[config.mk]
export PLATFORM = sky130hd
export DESIGN_NAME = kti_ctrl
export DESIGN_NICKNAME = d
export VERILOG_FILES = /design/src/rtl/keyed_table_unique_insert_defines.svh /design/src/rtl/kti_pkg.sv /design/src/rtl/kti_ctrl.sv
export SDC_FILE = /design/constraint.sdc
export NUM_CORES = 1
export LEC_CHECK = 0
export BUFFER_PORTS_ARGS = -buffer_cell sky130_fd_sc_hd__buf_2
export CAP_MARGIN = 20
export CELL_PAD_IN_SITES_DETAIL_PLACEMENT = 1
export CELL_PAD_IN_SITES_GLOBAL_PLACEMENT = 1
export CORE_AREA = 2 2 39 41
export CTS_CLUSTER_SIZE = 24
export DETAILED_ROUTE_END_ITERATION = 8
export DIE_AREA = 0 0 41 43
export PLACE_DENSITY_LB_ADDON = 0.1
export REMOVE_ABC_BUFFERS = 1
export SLEW_MARGIN = 5
export SYNTH_ARGS = -nofsm -noshare
export SYNTH_HDL_FRONTEND = slang
export SYNTH_SLANG_ARGS = --single-unit
[constraint.sdc]
create_clock -name clk -period 1.1 [get_ports clk]
set_clock_uncertainty 0.2 [all_clocks]
set_input_delay 0.055 -clock clk [delete_from_list [all_inputs] [get_ports clk]]
set_output_delay 0.055 -clock clk [all_outputs]
set_load 0.02 [all_outputs]
[src/rtl/keyed_table_unique_insert_defines.svh]
// assertion macros for the keyed table block
`ifndef KEYED_TABLE_UNIQUE_INSERT_DEFINES_SVH
`define KEYED_TABLE_UNIQUE_INSERT_DEFINES_SVH

`ifndef SYNTHESIS
// same-cycle implication, checked outside reset
`define KTI_ASSERT_NOW(lbl, ante, cons, msg) \
    lbl: assert property (@(posedge clk) disable iff (!rst_n) (ante) |-> (cons)) \
        else $error(msg);
// next-cycle implication, checked outside reset
`define KTI_ASSERT_NEXT(lbl, ante, cons, msg) \
    lbl: assert property (@(posedge clk) disable iff (!rst_n) (ante) |=> (cons)) \
        else $error(msg);
`else
`define KTI_ASSERT_NOW(lbl, ante, cons, msg)
`define KTI_ASSERT_NEXT(lbl, ante, cons, msg)
`endif

`endif

[src/rtl/kti_pkg.sv]
// shared types, codes and defaults for the keyed table block
package kti_pkg;

    localparam int CAPACITY_DEF     = 64;
    localparam int PAYLOAD_BITS_DEF = 32;
    localparam int KEY_BITS         = 32;
    localparam int COUNT_OUT_BITS   = 7;

    localparam logic [1:0] OP_INSERT = 2'd0;
    localparam logic [1:0] OP_LOOKUP = 2'd1;
    localparam logic [1:0] OP_REMOVE = 2'd2;

    localparam logic [1:0] ST_OK      = 2'd0;
    localparam logic [1:0] ST_DUP     = 2'd1;
    localparam logic [1:0] ST_MISSING = 2'd2;
    localparam logic [1:0] ST_FULL    = 2'd3;

    typedef struct packed {
        logic start;
        logic scan;
        logic rd_last;
        logic move;
        logic respond;
    } kti_cmd_t;

    typedef struct packed {
        logic match;
        logic scan_end;
        logic is_remove;
        logic out_free;
    } kti_sts_t;

endpackage

[src/rtl/kti_ctrl.sv]
// sequencing state machine for the keyed table
module kti_ctrl
    import kti_pkg::*;
(
    input  logic     clk,
    input  logic     rst_n,
    input  logic     s_tvalid,
    output logic     s_tready,
    input  kti_sts_t sts,
    output kti_cmd_t cmd
);
    localparam logic [2:0] S_IDLE = 3'd0;
    localparam logic [2:0] S_SCAN = 3'd1;
    localparam logic [2:0] S_LAST = 3'd2;
    localparam logic [2:0] S_MOVE = 3'd3;
    localparam logic [2:0] S_RESP = 3'd4;

    logic [2:0] state_reg;
    logic [2:0] state_next;

    always_ff @(posedge clk or negedge rst_n)
    begin
        if (!rst_n)
        begin
            state_reg <= S_IDLE;
        end
        else
        begin
            state_reg <= state_next;
        end
    end

    always_comb
    begin
        state_next = state_reg;
        unique case (state_reg)
            S_IDLE:
            begin
                if (s_tvalid)
                begin
                    state_next = S_SCAN;
                end
            end
            S_SCAN:
            begin
                priority if (sts.match)
                begin
                    state_next = sts.is_remove ? S_LAST : S_RESP;
                end
                else if (sts.scan_end)
                begin
                    state_next = S_RESP;
                end
            end
            S_LAST:  state_next = S_MOVE;
            S_MOVE:  state_next = S_RESP;
            S_RESP:
            begin
                if (sts.out_free)
                begin
                    state_next = S_IDLE;
                end
            end
            default: state_next = S_IDLE;
        endcase
    end

    assign s_tready    = (state_reg == S_IDLE);
    assign cmd.start   = (state_reg == S_IDLE) && s_tvalid;
    assign cmd.scan    = (state_reg == S_SCAN);
    assign cmd.rd_last = (state_reg == S_LAST);
    assign cmd.move    = (state_reg == S_MOVE);
    assign cmd.respond = (state_reg == S_RESP) && sts.out_free;

endmodule

After elaboration in Yosys (flattened, before gate mapping)
Index checks and enable logic that the tools add are counted.
- register bits after elaboration: 3
- output and inout port bits: 6
- equal/unequal tests: 7
- muxes and demuxes: 6
- reductions and logical operators: 4
- operator list (operator ; count):
    $mux 3 ; 5
    $pmux 3 s5 ; 1
    $eq 3x2->1 const B ; 2
    $ne 2x2->1 const B ; 2
    $eq 3x1->1 const B ; 1
    $eq 3x3->1 const B ; 1
    $logic_not 3->1 ; 1
    $ne 3x3->1 const B ; 1
    $reduce_and 3->1 ; 1
    $logic_and 1x1->1 ; 2

Depth between registers and ports, before layout
Gate-level depths: netlist of run 1.
- depth after elaboration: 3
- gate-level depth with buffers: 4
- gate-level depth less buffers: 3

Worst setup path after synthesis of run 1
OpenSTA, ideal clock, no wires.
- path type: reg-to-output
- start: register state_reg[1]
- end: output port cmd[4] (netlist bit)
- arrival: 1.121 ns
- data required time: 0.845 ns
- slack: -0.276 ns
- cell stages (with the launch flop): 4
- path through: dfrtp_1 -> buf_6 -> nor3_2 -> and2_1
- RTL lines (item ; RTL line ; source):
    start, declared ; kti_ctrl.sv:18 ; logic [2:0] state_reg;
    start signal, assigned ; kti_ctrl.sv:29 ; state_reg <= state_next;
    end, declared ; kti_ctrl.sv:10 ; output kti_cmd_t cmd

==> results of run 1 <==
-- how the worst max path moves through the flow --
stage | end | cells past startpoint
final | cmd[4] | 3
after global routing | cmd[4] | 3
after CTS | cmd[4] | 3
after detailed placement | state_reg[0] | 2
after global placement | cmd[3] | 3
after floorplan | cmd[4] | 2
-- kinds of logic after synthesis --
family,after synthesis,share of synthesized area [%]
AO/OA/AOI/OAI,3,9.88
AND/OR/NAND/NOR,16,45.7
buffers and inverters,2,7.41
flip-flops,3,37.0
-- layer usage --
layer / global-route usage (%) / up-vias / routed length [um]
met2: 14.4 / 7 / 375
li1: - / 145 / -
met5: 0 / - / 0
met1: 12.9 / 124 / 343
met4: 4.00 / 0 / 0
met3: 4.71 / 0 / 27
-- power by group through the flow --
| stage | registers (uW) | clock network [uW] | logic (uW) |
|---|---|---|---|
| 4_1_cts | 268 | 207 | 659 |
| 5_1_grt | 307 | 213 | 881 |
| 3_3_place_gp | 271 | 0 | 542 |
| 6_report | 288 | 195 | 805 |
| 2_1_floorplan | 243 | 0 | 321 |
| 3_5_place_dp | 265 | 0 | 538 |
-- cell type report --
type,count,area (um2),area share [%]
well taps,16,20.0,4.34
clock buffers,4,26.3,5.69
flip-flops and latches,3,78.8,17.1
multi-input cells,19,136,29.5
inverters,1,3.75,0.813
repair buffers,26,196,42.5
-- critical path: stages, from the launching register on --
cell                      delay [ns]
sky130_fd_sc_hd__dfrtp_2        0.45
sky130_fd_sc_hd__nor3_4         0.20
sky130_fd_sc_hd__and2_4         0.16
sky130_fd_sc_hd__buf_6          0.10
-- what timing repair did --
item / in CTS / in global routing
setup buffers: 2 / 3
hold buffers: 6 / 1
gates resized for setup: 8 / 6
pin swaps: 1 / 4
endpoints found under the setup margin: 9 / 12
endpoints found under the hold margin: 6 / 4
-- through the flow --
stage | worst slack [ns] | utilization, % | setup TNS (ns) | instances
finish | -0.299 | 33.4 | -1.97 | 69
global route | -0.362 | 33.4 | -2.52 | 69
CTS | -0.313 | 29.8 | -1.91 | 66
detailed placement | -0.109 | 21.2 | -0.503 | 54
global placement | -0.103 | 21.2 | -0.569 | 54
floorplan | -0.250 | - | -0.435 | 23
-- cell usage after synthesis --
library cell	count
sky130_fd_sc_hd__nor2_1	4
sky130_fd_sc_hd__nand2b_1	2
sky130_fd_sc_hd__a21oi_1	1
sky130_fd_sc_hd__nor3_2	2
sky130_fd_sc_hd__dfrtp_1	3
sky130_fd_sc_hd__nor3_1	2
sky130_fd_sc_hd__buf_6	1
sky130_fd_sc_hd__and3_1	1
sky130_fd_sc_hd__nand4_1	1
sky130_fd_sc_hd__and2_1	1
sky130_fd_sc_hd__nand2_1	1
sky130_fd_sc_hd__clkinv_1	1
sky130_fd_sc_hd__o22ai_1	1
sky130_fd_sc_hd__nor2b_1	2
sky130_fd_sc_hd__o31a_1	1
==> load_flow_metrics.sql, run 1 <==
INSERT INTO impl_metrics (metric_group, metric, value, unit) VALUES
('global_routing', 'antenna_found_initial', '0', ''),
('final_layout', 'largest_reg_flops', '3', ''),
('power_and_ir_drop', 'netSwitchingFraction', '40.5', '%'),
('sta', 'report.final.setup_viol', '8', ''),
('sta', 'whs', '-0.0796', 'ns'),
('global_routing', 'pin_count_of_the_biggest_net_entering_global_routing', '8', ''),
('clocking', 'cts_made_buffers', '3', ''),
('power_and_ir_drop', 'post-layout-total-power', '1290', 'uW'),
('worst_setup_path', 'cp_data_arrival_time', '1.14', 'ns'),
('final_layout', 'layout-drive-gt1-share', '60.4', '%'),
('power_and_ir_drop', 'net-switching-power', '522', 'uW'),
('sta', 'slew_margin_rel', '84.4', '%'),
('clocking', 'cell_chosen_for_the_clock_root', 'sky130_fd_sc_hd__clkbuf_4', ''),
('power_and_ir_drop', 'comb_pwr_share', '62.5', '%'),
('yosys', 'synth.top_cells.by_area', 'sky130_fd_sc_hd__dfrtp_1 (37%), sky130_fd_sc_hd__nor3_2 (9.9%), sky130_fd_sc_hd__nor2_1 (7.4%), sky130_fd_sc_hd__nand2b_1 (6.2%), sky130_fd_sc_hd__nor2b_1 (6.2%)', ''),
('final_layout', 'nFillCells', '173', ''),
('worst_hold_path', 'hold_path_end', 'state_reg[0]', ''),
('clocking', 'cts_htree_levels', '1', ''),
('sta', 'worst-slew-pin-transition', '0.232', 'ns'),
('outcome', 'violations_in_the_final_reports', 'hold timing, setup timing', ''),
('placement', 'io_buffers', '12', ''),
('routing', 'drt_first_iter_violations', '3', ''),
('floorplanning', 'chipWidth', '41', 'um'),
('sta', 'period_share', '127', '%'),
('yosys', 'yosys_register_bits', '3', ''),
('final_layout', 'most-common-layout-cells', 'sky130_fd_sc_hd__buf_4 (12), sky130_fd_sc_hd__buf_2 (7), sky130_fd_sc_hd__dlygate4sd3_1 (6)', ''),
('sta', 'grt_setup_unrepaired', 'true', ''),
('worst_setup_path', 'path_class', 'reg2out', ''),
('routing', 'route.final.wire_length', '746', 'um'),
('worst_setup_path', 'critical_path.startpoint', 'state_reg[0]', ''),
('power_and_ir_drop', 'cellLeakagePower', '0.000221', 'uW'),
('global_routing', 'congestion_overflow_gr', '0', ''),
('floorplanning', 'start_util', '14.6', '%'),
('floorplanning', 'placementRows', '14', ''),
('yosys', 'synth.largest_area_cell', 'sky130_fd_sc_hd__dfrtp_1', ''),
('routing', 'routed_vias_inst', '4.00', ''),
('worst_hold_path', 'start_point_of_the_worst_hold_path', 'sts[2]', ''),
('yosys', 'post_synth.cell_area_avg', '8.45', 'um2'),
('worst_hold_path', 'hold_path_class', 'in2reg', ''),
('worst_setup_path', 'r2r_start', 'state_reg[1]', ''),
('floorplanning', 'fp.dieArea', '0.00176', 'mm2'),
('clocking', 'insertion_delay', '0.23', 'ns'),
('sta', 'setup_slack', '-0.299', 'ns'),
('routing', 'routed_wire_length_per_instance', '10.8', 'um'),
('worst_setup_path', 'worst_setup_path_end_kind', 'primary output', ''),
('yosys', 'sequential_to_total_area_share_from_yosys_stat', '37.0', '%'),
('worst_setup_path', 'top_fanout_value_on_the_critical_path', '6', ''),
('routing', 'vias', '276', ''),
('flow_run', 'timing.max_cap.violations', '0', ''),
('global_routing', 'first_global_vias', '274', ''),
('final_layout', 'finalInstanceArea', '462', 'um2'),
('worst_setup_path', 'rr_worst_depth', '3', ''),
('power_and_ir_drop', 'cellPowerDensity', '2790', 'mW/mm2'),
('worst_setup_path', 'required_time_of_the_worst_setup_path', '0.84', 'ns'),
('worst_setup_path', 'timing.rr.end', 'state_reg[0]', ''),
('power_and_ir_drop', 'seqPwrFrac', '22.3', '%'),
('sta', 'hold_viol_final', '1', ''),
('worst_setup_path', 'r2r_setup_slack', '-0.23', 'ns'),
('final_layout', 'area_growth_syn_to_layout', '128', '%'),
('routing', 'remaining_drc_errors', '0', ''),
('placement', 'gpl.final_weighted_congestion', '0.667', ''),
('clocking', 'cts.path.max_buffers', '2', ''),
('placement', 'total_cell_area_at_the_placement_stage', '294', 'um2'),
('yosys', 'number_of_warnings_issued_by_yosys', '0', ''),
('floorplanning', 'design.portCount', '13', ''),
('clocking', 'clk_pin_slew_worst_paths', '0.03', 'ns'),
('outcome', 'run_status', 'finished, violations left', ''),
('routing', 'final_antenna_net_count', '0', ''),
('power_and_ir_drop', 'pwr-share-clk', '15.1', '%'),
('routing', 'first_pass_iters', '2', ''),
('final_layout', 'antenna_cells', '0', '');
(Power assumes the default switching activity.)
==> inputs of run 2 (changes only) <==
--- a/config.mk
+++ b/config.mk
@@ -14,7 +14,6 @@
 export DETAILED_ROUTE_END_ITERATION = 8
 export DIE_AREA = 0 0 41 43
 export PLACE_DENSITY_LB_ADDON = 0.1
-export REMOVE_ABC_BUFFERS = 1
 export SLEW_MARGIN = 5
 export SYNTH_ARGS = -nofsm -noshare
 export SYNTH_HDL_FRONTEND = slang
==> run 2 against run 1 <==
Power up 7.7%. Sequential power up 1%. Utilization up 2.2 points. Design area up 6.5%. The run still ends with hold timing, setup timing left. Maximum frequency down 0.82%. Worst hold slack better by 0.017 ns. Clock power up 4%. Die area unchanged. Critical path type unchanged.
==> load_flow_metrics.sql, run 2 (synthesized netlist as in run 1, its figures left out) <==
INSERT INTO impl_metrics (metric_group, metric, value, unit) VALUES
('clocking', 'cts_htree_levels', '1', ''),
('floorplanning', 'chipWidth', '41', 'um'),
('routing', 'remaining_drc_errors', '0', ''),
('placement', 'gpl.final_weighted_congestion', '0.704', ''),
('routing', 'routed_vias_inst', '4.13', ''),
('final_layout', 'most-common-layout-cells', 'sky130_fd_sc_hd__buf_4 (9), sky130_fd_sc_hd__dlygate4sd3_1 (6), sky130_fd_sc_hd__buf_2 (6)', ''),
('worst_setup_path', 'cp_top_family', 'flip-flops', ''),
('sta', 'final_max_slew_viol_count', '0', ''),
('final_layout', 'finalNetCount', '59', ''),
('floorplanning', 'placementRows', '14', ''),
('sta', 'period_minus_slack', '1.41', 'ns'),
('worst_setup_path', 'cp_slowest_cell', 'sky130_fd_sc_hd__dfrtp_2', ''),
('sta', 'grt_setup_unrepaired', 'true', ''),
('worst_hold_path', 'hold_path_class', 'in2reg', ''),
('outcome', 'run_status', 'finished, violations left', ''),
('worst_setup_path', 'worst_setup_path_end_kind', 'primary output', ''),
('floorplanning', 'core_area', '0.00138', 'mm2'),
('power_and_ir_drop', 'cellLeakagePower', '0.000219', 'uW'),
('final_layout', 'nFillCells', '167', ''),
('routing', 'final_antenna_net_count', '0', ''),
('power_and_ir_drop', 'vdd_ir_drop_max', '0.820', 'mV'),
('sta', 'hold_viol_final', '1', ''),
('sta', 'slew_margin_rel', '85.2', '%'),
('worst_setup_path', 'start_kind', 'flip-flop', ''),
('final_layout', 'layout-drive-gt1-share', '72.5', '%'),
('worst_setup_path', 'path_class', 'reg2out', ''),
('routing', 'route.final.wire_length', '729', 'um'),
('sta', 'whs', '-0.0626', 'ns'),
('placement', 'detailedPlacementHpwl', '453', 'um'),
('routing', 'vias', '277', ''),
('global_routing', 'antenna_found_initial', '0', ''),
('power_and_ir_drop', 'post-layout-total-power', '1390', 'uW'),
('flow_run', 'timing.max_cap.violations', '0', ''),
('clocking', 'clk_pin_slew_worst_paths', '0.04', 'ns'),
('clocking', 'cts.path.max_buffers', '2', ''),
('floorplanning', 'fp.dieArea', '0.00176', 'mm2'),
('placement', 'dpl_worst_slack', '-0.115', 'ns'),
('routing', 'drt_first_iter_violations', '0', ''),
('routing', 'first_pass_iters', '1', ''),
('placement', 'io_buffers', '12', ''),
('clocking', 'insertion_delay', '0.24', 'ns'),
('global_routing', 'grt_pass1_wl', '1150', 'um'),
('global_routing', 'pin_count_of_the_biggest_net_entering_global_routing', '7', ''),
('final_layout', 'mostFrequentLayoutCell', 'sky130_fd_sc_hd__buf_4', ''),
('yosys', 'synth.net_count', '31', ''),
('sta', 'worst-slew-pin-transition', '0.220', 'ns'),
('clocking', 'cts_made_buffers', '3', ''),
('routing', 'routed_wire_length_per_instance', '10.9', 'um'),
('sta', 'period_share', '128', '%'),
('final_layout', 'multiInputGateArea', '171', 'um2'),
('clocking', 'cts_sink_cnt', '3', ''),
('clocking', 'cell_chosen_for_the_clock_root', 'sky130_fd_sc_hd__clkbuf_4', ''),
('worst_setup_path', 'critical_path_cell_by_cell', 'nor3_4, and2_4, buf_6', ''),
('power_and_ir_drop', 'cellPowerDensity', '2820', 'mW/mm2'),
('final_layout', 'antenna_cells', '0', ''),
('clocking', 'tritoncts', 'yes', ''),
('global_routing', 'first_global_vias', '290', ''),
('worst_setup_path', 'top_fanout_value_on_the_critical_path', '5', ''),
('final_layout', 'seqCellArea', '78.8', 'um2'),
('final_layout', 'largest_reg_flops', '3', ''),
('global_routing', 'congestion_overflow_gr', '0', ''),
('outcome', 'violations_in_the_final_reports', 'hold timing, setup timing', ''),
('global_routing', 'groute.usage.overall', '9.86', '%'),
('sta', 'max_freq', '709', 'MHz'),
('worst_setup_path', 'path_buf_inv', '1', ''),
('final_layout', 'finish.utilization', '35.5', '%'),
('floorplanning', 'die_height', '43', 'um'),
('worst_setup_path', 'critical_path.max_stage_delay', '0.45', 'ns'),
('sta', 'report.final.setup_viol', '9', ''),
('sta', 'setup_slack', '-0.311', 'ns'),
('worst_setup_path', 'cp_data_arrival_time', '1.16', 'ns'),
('worst_setup_path', 'required_time_of_the_worst_setup_path', '0.84', 'ns'),
('floorplanning', 'start_util', '14.6', '%'),
('floorplanning', 'design.portCount', '13', ''),
('final_layout', 'area_growth_syn_to_layout', '143', '%');
[run 2: repair_timing]
| action | in CTS | in global routing |
|---|---|---|
| gates cloned | 0 | 0 |
| resized for setup | 13 | 8 |
| hold buffers | 6 | 1 |
| endpoints found under the setup margin | 9 | 12 |
| pin swaps | 2 | 1 |
| buffers inserted | 3 | 0 |
| endpoints found under the hold margin | 6 | 4 |
[run 2: per-layer routing]
layer  global-route usage [%]  vias up  routed length, um
met2                     16.3        8                392
met5                        0        -                  0
met1                     10.0      133                286
met4                     2.00        0                  0
li1                         -      136                  -
met3                     6.28        0                 51
[run 2: area by class of cell]
cell class / instances / area share (%)
clock buffer: 4 / 5.34
multi-input combinational: 19 / 34.9
tap: 16 / 4.07
inverter: 1 / 0.763
timing repair buffer: 24 / 38.9
sequential: 3 / 16.0
[run 2: worst min-delay path, delay by kind of cell]
family | cells | cell delay, ns
AOI/OAI and AO/OA | 1 | 0.16
buffers and inverters | 1 | 0.08
and+or+nand+nor | 1 | 0.04
[run 2: metrics by stage]
stage | setup TNS [ns] | instances | instance area [um2]
2_1_floorplan | -0.202 | 24 | 224
3_3_place_gp | -0.715 | 54 | 315
3_5_place_dp | -0.684 | 54 | 315
4_1_cts | -1.72 | 67 | 464
5_1_grt | -2.24 | 67 | 492
6_report | -1.81 | 67 | 492
[run 2: path summary, 6_finish.rpt]
check                        startpoint           end  slack, ns  cells past startpoint
hold reg to reg            state_reg[2]  state_reg[1]       0.44                      2
setup reg to reg           state_reg[1]  state_reg[0]      -0.15                      3
hold / removal                   sts[2]  state_reg[0]      -0.06                      3
max in group asynchronous         rst_n  state_reg[1]       0.10                      3
setup / recovery           state_reg[0]        cmd[4]      -0.31                      3
min in group asynchronous         rst_n  state_reg[2]       0.48                      3
[run 2: where the power goes]
group / internal, uW / total [uW] / switching [uW]
combinational: 483 / 891 / 408
clock: 137 / 203 / 66.4
sequential: 173 / 292 / 119
total: 793 / 1390 / 593
==> inputs of run 3 (changes only) <==
==> constraint.sdc (replaced) <==
create_clock -name clk -period 1.8 [get_ports clk]
set_clock_uncertainty 0.2 [all_clocks]
set_input_delay 0.09 -clock clk [delete_from_list [all_inputs] [get_ports clk]]
set_output_delay 0.09 -clock clk [all_outputs]
set_load 0.02 [all_outputs]
==> run 3 against run 2 <==
The run now ends clean. Routed wire length fell by 14%. Die area is the same. Sequential power is 42% lower. Clock-buffer cell count is the same. Utilization fell by 8.9 points. Register-to-register slack better by 0.30 ns. Worst hold slack improved by 0.081 ns. Via count is 8.7% lower. Critical path type is now reg2reg. Largest cell class unchanged. Largest power group unchanged.
==> load_flow_metrics.sql, run 3 (synthesized netlist as in run 1, its figures left out) <==
INSERT INTO impl_metrics (metric_group, metric, value, unit) VALUES
('worst_setup_path', 'worst_setup_path_end_kind', 'flip-flop', ''),
('global_routing', 'congestion_overflow_gr', '0', ''),
('worst_hold_path', 'hold_path_end', 'state_reg[0]', ''),
('floorplanning', 'chipWidth', '41', 'um'),
('global_routing', 'antenna_found_initial', '0', ''),
('sta', 'worst-slew-pin-transition', '0.246', 'ns'),
('outcome', 'run_status', 'finished, final reports clean', ''),
('worst_setup_path', 'rr_worst_depth', '4', ''),
('final_layout', 'nFillCells', '178', ''),
('worst_hold_path', 'hold_path_class', 'in2reg', ''),
('global_routing', 'groute.usage.overall', '10.3', '%'),
('floorplanning', 'die_height', '43', 'um'),
('floorplanning', 'fp.dieArea', '0.00176', 'mm2'),
('routing', 'drt_first_iter_violations', '2', ''),
('worst_setup_path', 'critical_path.max_stage_delay', '0.59', 'ns'),
('clocking', 'cts.path.max_buffers', '2', ''),
('routing', 'met3RoutedLength', '27', 'um'),
('placement', 'gpl.final_weighted_congestion', '0.699', ''),
('sta', 'whs', '0.0186', 'ns'),
('routing', 'first_pass_iters', '2', ''),
('worst_setup_path', 'cp_slowest_cell', 'sky130_fd_sc_hd__dlygate4sd3_1', ''),
('sta', 'hold_viol_final', '0', ''),
('final_layout', 'antenna_cells', '0', ''),
('final_layout', 'most-common-layout-cells', 'sky130_fd_sc_hd__buf_2 (12), sky130_fd_sc_hd__dlygate4sd3_1 (7), sky130_fd_sc_hd__nor2_1 (4)', ''),
('final_layout', 'largest_reg_flops', '3', ''),
('final_layout', 'area_growth_syn_to_layout', '82.1', '%'),
('clocking', 'cts_sink_cnt', '3', ''),
('sta', 'grt_setup_unrepaired', 'false', ''),
('sta', 'period_share', '91.9', '%'),
('sta', 'final_max_slew_viol_count', '0', ''),
('clocking', 'insertion_delay', '0.24', 'ns'),
('worst_setup_path', 'critical_path_cell_by_cell', 'clkinv_1, nand4_1, dlygate4sd3_1, a21oi_1', ''),
('worst_setup_path', 'path_class', 'reg2reg', ''),
('global_routing', 'grt_pass1_wl', '1150', 'um'),
('worst_setup_path', 'cp_top_family', 'buffers and inverters', ''),
('routing', 'route.final.wire_length', '629', 'um'),
('routing', 'dr_wl_met2', '314', 'um'),
('worst_setup_path', 'required_time_of_the_worst_setup_path', '1.75', 'ns'),
('routing', 'final_antenna_net_count', '0', ''),
('flow_run', 'timing.max_cap.violations', '0', ''),
('power_and_ir_drop', 'vdd_ir_drop_max', '0.404', 'mV'),
('final_layout', 'finalNetCount', '54', ''),
('worst_hold_path', 'number_of_cells_on_the_worst_hold_path', '3', ''),
('final_layout', 'layout-drive-gt1-share', '39.1', '%'),
('routing', 'met1_wire_length', '267', 'um'),
('sta', 'max_freq', '605', 'MHz'),
('worst_setup_path', 'timing.rr.end', 'state_reg[1]', ''),
('worst_setup_path', 'cp_data_arrival_time', '1.61', 'ns'),
('placement', 'io_buffers', '12', ''),
('placement', 'detailedPlacementHpwl', '450', 'um'),
('worst_setup_path', 'start_kind', 'flip-flop', ''),
('sta', 'finalSetupTns', '0', 'ns'),
('routing', 'vias', '253', ''),
('floorplanning', 'design.portCount', '13', ''),
('sta', 'period_minus_slack', '1.65', 'ns'),
('worst_setup_path', 'top_fanout_value_on_the_critical_path', '8', ''),
('clocking', 'clk_pin_slew_worst_paths', '0.04', 'ns'),
('sta', 'report.final.setup_viol', '0', ''),
('clocking', 'cts_made_buffers', '3', ''),
('clocking', 'cell_chosen_for_the_clock_root', 'sky130_fd_sc_hd__clkbuf_4', ''),
('power_and_ir_drop', 'cellPowerDensity', '1570', 'mW/mm2'),
('sta', 'slew_margin_rel', '83.6', '%'),
('routing', 'routed.top_layer', 'met4', ''),
('worst_setup_path', 'r2r_start', 'state_reg[1]', ''),
('clocking', 'post-cts-setup-buffers', '0', ''),
('floorplanning', 'core_area', '0.00138', 'mm2'),
('global_routing', 'first_global_vias', '269', ''),
('floorplanning', 'start_util', '14.6', '%'),
('floorplanning', 'placementRows', '14', ''),
('power_and_ir_drop', 'cellLeakagePower', '0.000174', 'uW'),
('clocking', 'cts_htree_levels', '1', ''),
('worst_hold_path', 'start_point_of_the_worst_hold_path', 'sts[3]', ''),
('routing', 'routed_wire_length_per_instance', '10.1', 'um'),
('global_routing', 'pin_count_of_the_biggest_net_entering_global_routing', '9', ''),
('final_layout', 'mostFrequentLayoutCell', 'sky130_fd_sc_hd__buf_2', ''),
('routing', 'routed_vias_inst', '4.08', ''),
('routing', 'remaining_drc_errors', '0', ''),
('worst_setup_path', 'path_buf_inv', '2', ''),
('yosys', 'synth.net_count', '31', ''),
('worst_setup_path', 'r2r_setup_slack', '0.15', 'ns'),
('clocking', 'tritoncts', 'yes', '');
==> run 3: worst register-to-register path: stages, from the launching register on <==
cell and delay, ns:
sky130_fd_sc_hd__dfrtp_2 0.46, sky130_fd_sc_hd__clkinv_1 0.08, sky130_fd_sc_hd__nand4_1 0.09, sky130_fd_sc_hd__dlygate4sd3_1 0.59, sky130_fd_sc_hd__a21oi_1 0.16
==> run 3: stage by stage <==
step                      worst slack, ns  instances  total power [uW]  utilization [%]  cell area, um2
after global routing               0.0415         62               643             26.7             369
after detailed placement            0.543         51               445             19.6             272
after global placement              0.533         51               447             19.6             272
after CTS                           0.129         62               583             26.6             368
final                               0.146         62               578             26.7             369
after floorplan                     0.389         24               365                -             203
==> run 3: where the power goes <==
part / internal, uW / switching (uW) / total [uW]
registers: 101 / 67.0 / 168
clock network: 83.2 / 36.7 / 120
logic: 126 / 165 / 290
total: 310 / 268 / 578
==> run 3: worst max-delay path by stage <==
stage | end | depth (start not counted) | start
final | state_reg[1] | 4 | state_reg[1]
after global routing | state_reg[1] | 4 | state_reg[1]
after CTS | state_reg[1] | 4 | state_reg[1]
after detailed placement | cmd[4] | 3 | state_reg[1]
after global placement | state_reg[0] | 2 | state_reg[1]
after floorplan | cmd[4] | 3 | state_reg[1]
==> run 3: layout make-up <==
type | count | area (um2) | area share [%]
timing repair buffer | 19 | 130 | 35.3
clock buffer | 4 | 26.3 | 7.12
sequential | 3 | 76.3 | 20.7
tap | 16 | 20.0 | 5.42
multi-input combinational | 19 | 113 | 30.5
inverter | 1 | 3.75 | 1.02
==> run 3: timing repair <==
item	4_1_cts	5_1_grt
resized for setup	0	1
endpoints found under the setup margin	0	1
hold buffers	7	0
hold endpoints to repair	6	0
==> run 3: routing by layer <==
layer	vias to the layer above	global-route usage [%]
li1	126	-
met2	10	12.8
met5	-	0
met3	3	3.14
met4	0	8.00
met1	114	13.9
